<file path="src/sv/hsr_pkg.sv">
// ----------------------------------------------------------------------------
// hsr_pkg: shared types and codes for the resizing hash set
// Request and result payloads, operation and register codes, engine states.
// ----------------------------------------------------------------------------
package hsr_pkg;

  localparam int KEY_W   = 31;
  localparam int BIDX_W  = 12;
  localparam int COUNT_W = 11;
  localparam int TOTAL_W = 13;
  localparam int CFG_IDX_W  = 2;
  localparam int CFG_DATA_W = 11;

  localparam logic [1:0] FUNC_INSERT = 2'd0;
  localparam logic [1:0] FUNC_REMOVE = 2'd1;
  localparam logic [1:0] FUNC_TEST   = 2'd2;

  localparam logic [CFG_IDX_W-1:0] CFG_GROW   = 2'd0;
  localparam logic [CFG_IDX_W-1:0] CFG_SHRINK = 2'd1;
  localparam logic [CFG_IDX_W-1:0] CFG_MIN    = 2'd2;

  localparam logic STATUS_OK   = 1'b0;
  localparam logic STATUS_FULL = 1'b1;

  typedef enum logic [1:0] {
    OP_INSERT,
    OP_REMOVE,
    OP_TEST
  } op_t;

  typedef enum logic [2:0] {
    S_IDLE,
    S_SEARCH,
    S_WRITE,
    S_FINISH
  } eng_state_t;

  typedef struct packed {
    logic [1:0]       func;
    logic [KEY_W-1:0] key;
  } in_item_t;

  typedef struct packed {
    logic               was_present;
    logic               status;
    logic [BIDX_W-1:0]  bucket_index;
    logic [COUNT_W-1:0] item_count;
    logic [TOTAL_W-1:0] bucket_total;
  } out_item_t;

  typedef struct packed {
    op_t              op;
    logic [KEY_W-1:0] key;
  } req_t;

  typedef struct packed {
    logic                  valid;
    logic [CFG_IDX_W-1:0]  index;
    logic [CFG_DATA_W-1:0] data;
  } cfg_wr_t;

endpackage

</file>
<file path="src/sv/hsr_front.sv">
// ----------------------------------------------------------------------------
// hsr_front: request intake
// Decode the function code and hold up to two requests for the engine.
// ----------------------------------------------------------------------------
module hsr_front (
  input  logic            clk,
  input  logic            rst,
  input  logic            push,
  output logic            full,
  input  hsr_pkg::in_item_t request,
  output logic            req_valid,
  output hsr_pkg::req_t   req_head,
  input  logic            req_take
);
  import hsr_pkg::*;

  req_t       slot [2];
  logic       wr_ptr;
  logic       rd_ptr;
  logic [1:0] fill;
  req_t       decoded;
  logic       do_push;
  logic       do_pop;

  always_comb begin
    decoded.key = request.key;
    unique case (request.func)
      FUNC_INSERT: decoded.op = OP_INSERT;
      FUNC_REMOVE: decoded.op = OP_REMOVE;
      default:     decoded.op = OP_TEST;
    endcase
  end

  assign full      = (fill == 2'd2);
  assign req_valid = (fill != 2'd0);
  assign req_head  = slot[rd_ptr];
  assign do_push   = push && !full;
  assign do_pop    = req_take && req_valid;

  always_ff @(posedge clk) begin
    if (do_push) begin
      slot[wr_ptr] <= decoded;
    end
  end

  always_ff @(posedge clk) begin
    if (rst) begin
      wr_ptr <= 1'b0;
      rd_ptr <= 1'b0;
      fill   <= 2'd0;
    end else begin
      if (do_push) begin
        wr_ptr <= !wr_ptr;
      end
      if (do_pop) begin
        rd_ptr <= !rd_ptr;
      end
      if (do_push && !do_pop) begin
        fill <= fill + 2'd1;
      end else if (do_pop && !do_push) begin
        fill <= fill - 2'd1;
      end
    end
  end

endmodule

</file>
<file path="config.mk">
export PLATFORM = sky130hd
export DESIGN_NAME = hsr_front
export DESIGN_NICKNAME = d
export VERILOG_FILES = /design/src/sv/hsr_pkg.sv /design/src/sv/hsr_front.sv
export SDC_FILE = /design/constraint.sdc
export NUM_CORES = 1
export LEC_CHECK = 0
export BUFFER_PORTS_ARGS = -buffer_cell sky130_fd_sc_hd__buf_2
export CAP_MARGIN = 20
export CORE_ASPECT_RATIO = 0.5
export CORE_MARGIN = 4
export CORE_UTILIZATION = 51
export CTS_CLUSTER_DIAMETER = 30
export DETAILED_ROUTE_END_ITERATION = 8
export GPL_TIMING_DRIVEN = 0
export PLACE_DENSITY = 0.78
export SYNTH_ARGS = -nofsm -noshare
export SYNTH_HDL_FRONTEND = slang
export SYNTH_SLANG_ARGS = --single-unit
</file>
<file path="constraint.sdc">
create_clock -name clk -period 2.6 [get_ports clk]
set_clock_uncertainty 0.05 [all_clocks]
set_input_delay 0.52 -clock clk [delete_from_list [all_inputs] [get_ports clk]]
set_output_delay 0.52 -clock clk [all_outputs]
set_load 0.01 [all_outputs]
</file>
==> results.toml, run 1 <==
[critical_path]
crit_path_max_fanout = 10
startpoint_type = "register"
required_ns = 2.03
crit_path_end_kind = "output pin"
criticalPathCategory = "reg2out"
cp_data_arrival_time_ns = 1.57

[timing]
fin_setup_tns_ns = 0
setup_repair_after_global_routing_missed_its_margin = "no"
maxSlewHeadroom_pct = 43.1
final_max_slew_viol_count = 0
clock.fmax_ghz = 0.468
report.final.hold_viol_count = 0
layout_min_cycle_time_ns = 2.14
report.final.setup_viol = 0
fin_crit_sh_pct = 82.1
worst_slew_pin_slew_ns = 0.853

[floorplan]
placement_rows = 18
floorplan.die.height_um = 58.5
start_util_pct = 52.8
core_region_area_um2 = 4930
boundaryPins = 72
dieArea_um2 = 6380
die_width_um = 109

[clocking]
tritoncts_clock_tree = "built"
cts_setup_buffers = 0
worst_skew_late_latency_ns = 0.32
max-clock-path-buffers = 2
clock_tree.root_cell = "sky130_fd_sc_hd__clkbuf_8"
cts_sinks = 71
clk_pin_slew_worst_paths_ns = 0.06
post_cts.resized_instances = 0
cts_h_tree_depth = 3
holdBufCountCts = 0
cts_buf_count = 9

[routing]
drt_first_pass_iters = 4
route.detailed.vias_per_inst = 4.78
drtAntennaViolNets = 0
route.final.wire_length_um = 4170
number_of_drc_markers_after_the_initial_detailed_route_iteration = 34
vias = 1366
routed_wire_length_per_instance_um = 14.6
drc = 0

[layout]
drive_above_1_share_pct = 56.0
mostFrequentLayoutCell = "sky130_fd_sc_hd__buf_2"
layout.cells.most_common_list = "75 x sky130_fd_sc_hd__buf_2, 66 x sky130_fd_sc_hd__edfxtp_1, 33 x sky130_fd_sc_hd__mux2_2"
post_layout_nonfiller_instances = 286
finish.net_count = 251
syn2layout_area_growth_pct = 23.1
antenna_cells_inserted = 0

[place]
detailed_place_hpwl_um = 2920
io_port_bufs = 71
place_inst = 272
globalplace.congestion = 0.646

[synth]
yosys.area.top_type_share_pct = 76.1
post_synthesis_instance_area_um2 = 2600
ys_top_cells_by_area = "sky130_fd_sc_hd__edfxtp_1 76%, sky130_fd_sc_hd__mux2_2 14%, sky130_fd_sc_hd__dfxtp_1 3.8%"
synth_cell_type_count = 16
dominant_cell_type_by_area_after_synthesis = "sky130_fd_sc_hd__edfxtp_1"
post_synth_and_or_nand_nor_area_fraction_pct = 2.11
synth_compound_gate_area_share_pct = 0.961
synthesis.yosys.warnings = 0
largest_family_of_logic_cells_by_synthesized_area = "multiplexers"
synthXorXnorAreaFrac_pct = 1.01
syn_inst = 130
synthMuxAreaShare_pct = 14.3
postSynthRegisterBits = 71
avgSynthCellArea_um2 = 20.0
synth_area_in_adders_pct = 0.481
ys_seq_area_share_pct = 80.0
syn_nets = 168

[status]
outcome = "completed"

[worst_hold_path]
worstHoldPathType = "in2reg"

[power_and_ir_drop]
power.leakage_uw = 0.00123
max-vdd-ir-drop_v = 0.000492
p_per_area_nw_per_um2 = 921
total_power_uw = 2950

[global_route]
grt_pass1_wl_um = 6640
grt_max_degree = 34
overall_overflow_remaining_after_global_route = 0
gr-usage-all-layers_pct = 14.4
antenna_violations_before_repair = 0
via_count_of_the_first_global_routing_pass = 1481

[job]
maxCapViolCount = 0
==> cells in the mapped netlist <==
master / n
sky130_fd_sc_hd__a21oi_1: 2
sky130_fd_sc_hd__xor2_1: 3
sky130_fd_sc_hd__and2_1: 1
sky130_fd_sc_hd__nor2b_2: 1
sky130_fd_sc_hd__o21ai_0: 3
sky130_fd_sc_hd__buf_2: 4
sky130_fd_sc_hd__ha_1: 1
sky130_fd_sc_hd__edfxtp_1: 66
sky130_fd_sc_hd__nor2_1: 4
sky130_fd_sc_hd__clkbuf_1: 1
sky130_fd_sc_hd__inv_1: 2
sky130_fd_sc_hd__or2_2: 1
sky130_fd_sc_hd__dfxtp_1: 5
sky130_fd_sc_hd__nor2b_1: 1
sky130_fd_sc_hd__mux2_2: 33
sky130_fd_sc_hd__or3_1: 2
==> sequential cells by signal, summed over array words and instances, names as in the netlist, named ones only <==
name,cells
slot,66
fill,2
rd_ptr,1
wr_ptr,1
==> worst paths after layout <==
check,cells past startpoint,to,slack [ns],from
worst max-delay path,4,req_head[3],0.46,register
worst min-delay path,1,slot[0][9]$_DFFE_PP_,0.33,request[9]
worst max register to register,4,slot[0][9]$_DFFE_PP_,0.53,fill[1]$_SDFFE_PP0P_
worst min register to register,2,rd_ptr$_SDFFE_PP0P_,0.47,rd_ptr$_SDFFE_PP0P_
==> cell families after synthesis <==
family	Yosys count
adders and majority gates	1
AOI/OAI and AO/OA	5
and+or+nand+nor	10
DFF	71
muxes	33
xor gates and xnor gates	3
buffers and inverters	7
==> final cells by class <==
cell class                      count  area [um2]
Buffer                              5        23.8
Multi-Input combinational cell     52         492
Inverter                            2        7.51
Tap cell                           70        87.6
Sequential cell                    71        2080
Clock inverter                      4        15.0
Timing Repair Buffer               72         370
Fill cell                         374        1730
Clock buffer                       10         128
==> report_power, final <==
part / switching [uW] / internal (uW)
Clock: 338 / 322
Combinational: 417 / 387
Sequential: 46.3 / 1440
==> per-layer routing <==
| metal | GRT usage (%) | up-vias | part of all wire (%) |
|---|---|---|---|
| met4 | 3.24 | 0 | 1.0 |
| met3 | 7.12 | 4 | 4.8 |
| met5 | 0 | - | 0 |
| met2 | 26.3 | 37 | 56 |
| met1 | 15.1 | 664 | 39 |
| li1 | - | 661 | - |
==> worst max-delay path: stages, from the launching register on <==
cell and delay (ns):
sky130_fd_sc_hd__dfxtp_1 0.30, sky130_fd_sc_hd__buf_2 0.16, sky130_fd_sc_hd__buf_2 0.27, sky130_fd_sc_hd__mux2_2 0.37
sky130_fd_sc_hd__buf_2 0.14
==> per-stage QoR <==
step	util [%]	worst slack, ns	hold slack (ns)	instance area [um2]
final	65.0	0.464	0.334	3210
after global routing	65.0	0.364	0.305	3210
after CTS	65.0	0.434	0.314	3210
after detailed placement	62.1	0.309	0.443	3060
after global placement	61.8	0.155	0.415	3050
after floorplan	-	0.584	0.402	2600
(Power assumes the default switching activity.)
==> run 2: changes to the inputs <==
- CORE_UTILIZATION: 51 -> 46
- PLACE_DENSITY: 0.78 -> 0.74
- clock period: 2.6 -> 1.75 ns (I/O delays scaled with it)
==> run 2 against run 1 <==
  * The flow now finishes with violations (setup timing)
  * Sequential cell count unchanged
  * Utilization up 4.5 points
  * Sequential share of layout area shrank 10 points
  * Combinational power rose to 2.5 times the previous value
  * Critical path depth up 1
  * Cell count grew 4.9%
  * Clock power is 140% higher
  * Setup slack worse by 0.57 ns
  * Register-to-register slack got worse by 0.37 ns
  * Count of clock-buffer cells in the layout grew 4
==> results.toml, run 2 (synthesized netlist as in run 1, its figures left out) <==
[status]
outcome = "finished, violations left"
violations = "setup timing"

[critical_path]
path_cells = "buf_8 -> buf_12 -> buf_4 -> mux2_4 -> buf_6"
criticalPathCategory = "reg2out"
required_ns = 1.35
cpPeakStageDelay_ns = 0.32
crit_path_max_fanout = 6
worst-path-buf-inv = 4
r2r_slack_ns = 0.16
crit_path_end_kind = "output pin"
cp_data_arrival_time_ns = 1.46
crit_path_top_delay_cell = "sky130_fd_sc_hd__dfxtp_2"
startpoint_type = "register"
worst_path_dominant_cell_family = "buffers and inverters"

[timing]
final_max_slew_viol_count = 0
clock.fmax_ghz = 0.538
report.final.hold_viol_count = 0
layout_min_cycle_time_ns = 1.86
report.final.setup_viol = 23
setup_slack_ns = -0.108
maxSlewHeadroom_pct = 69.4
fin_crit_sh_pct = 106
setup_repair_after_global_routing_missed_its_margin = "yes"
worst_slew_pin_slew_ns = 0.458

[floorplan]
core_region_area_um2 = 5490
floorplan.die.height_um = 61.2
placement_rows = 19
start_util_pct = 47.4
dieArea_um2 = 7000
die_width_um = 114
boundaryPins = 72

[global_route]
antenna_violations_before_repair = 0
grt_pass1_wl_um = 7800
grt_max_degree = 34
overall_overflow_remaining_after_global_route = 0
gr-usage-all-layers_pct = 15.6
via_count_of_the_first_global_routing_pass = 1573

[routing]
vias = 1440
route.final.wire_length_um = 5140
route.detailed.vias_per_inst = 4.80
drt_first_pass_iters = 4
drtAntennaViolNets = 0
drc = 0
number_of_drc_markers_after_the_initial_detailed_route_iteration = 40
routed_wire_length_per_instance_um = 17.1

[place]
globalplace.congestion = 0.668
io_port_bufs = 71
detailed_place_hpwl_um = 2930
placedInstanceArea_um2 = 3060

[clocking]
worst_skew_late_latency_ns = 0.32
cts_buf_count = 9
cts_sinks = 71
clock_tree.root_cell = "sky130_fd_sc_hd__clkbuf_16"
cts_h_tree_depth = 3
max-clock-path-buffers = 2
clk_pin_slew_worst_paths_ns = 0.05
holdBufCountCts = 0
tritoncts_clock_tree = "built"

[power_and_ir_drop]
max-vdd-ir-drop_v = 0.000743
total_power_uw = 5850
p_per_area_nw_per_um2 = 1540
power.leakage_uw = 0.00153

[layout]
syn2layout_area_growth_pct = 46.5
largest_register_ffs = 66
mostFrequentLayoutCell = "sky130_fd_sc_hd__edfxtp_1"
max_flop_register = "slot"
antenna_cells_inserted = 0
drive_above_1_share_pct = 59.5
layout.cells.most_common_list = "66 x sky130_fd_sc_hd__edfxtp_1, 38 x sky130_fd_sc_hd__buf_2, 34 x sky130_fd_sc_hd__buf_6"
design_area_um2 = 3810
finish.net_count = 260
layout.core_utilization_pct = 69.4
top_regs = "slot x66, fill x2"

[job]
maxCapViolCount = 0

[worst_hold_path]
worstHoldPathType = "in2reg"
-- run 2: final timing paths --
path / startpoint / endpoint / cells past startpoint
worst min register to register: wr_ptr$_SDFFE_PP0P_ / wr_ptr$_SDFFE_PP0P_ / 2
worst max register to register: fill[1]$_SDFFE_PP0P_ / fill[1]$_SDFFE_PP0P_ / 5
worst min-delay path: request[23] / slot[1][23]$_DFFE_PP_ / 1
worst max-delay path: register / req_head[28] / 5
-- run 2: through the flow --
stage | setup TNS, ns | hold WS [ns] | setup slack, ns | instances
after global placement | -3.75 | 0.417 | -0.110 | 274
after CTS | -2.31 | 0.155 | -0.141 | 298
after global routing | -3.34 | 0.152 | -0.163 | 300
after floorplan | 0 | 0.369 | 0.101 | 130
after detailed placement | -6.86 | 0.441 | -0.183 | 274
final | -1.69 | 0.168 | -0.108 | 300
-- run 2: layout make-up --
| class | instances | area [um2] |
|---|---|---|
| well taps | 73 | 91.3 |
| inverters | 2 | 11.3 |
| repair buffers | 82 | 706 |
| flip-flops and latches | 71 | 2080 |
| clock buffers | 14 | 254 |
| multi-input cells | 52 | 617 |
| clock inverters | 2 | 10.0 |
| fillers | 358 | 1680 |
| repair inverters | 1 | 7.51 |
| plain buffers | 3 | 33.8 |
-- run 2: power by group --
| part | switching, uW | leakage, uW | total (uW) | internal (uW) |
|---|---|---|---|---|
| combinational | 827 | 0.000737 | 2040 | 1210 |
| clock | 593 | 0.000131 | 1590 | 993 |
| sequential | 85.2 | 0.000658 | 2230 | 2140 |
-- run 2: metal layers --
layer	GRT usage [%]	part of all wire, %	vias to the layer above
li1	-	-	684
met3	5.99	5.4	7
met1	16.3	38	711
met4	7.11	1.2	0
met2	28.9	55	38
met5	0	0	-
-- run 2: repair_timing --
action,CTS,global route
gates cloned,4,0
resized for setup,81,4
endpoints found under the setup margin,96,56
hold endpoints to repair,0,0
setup buffers,4,6
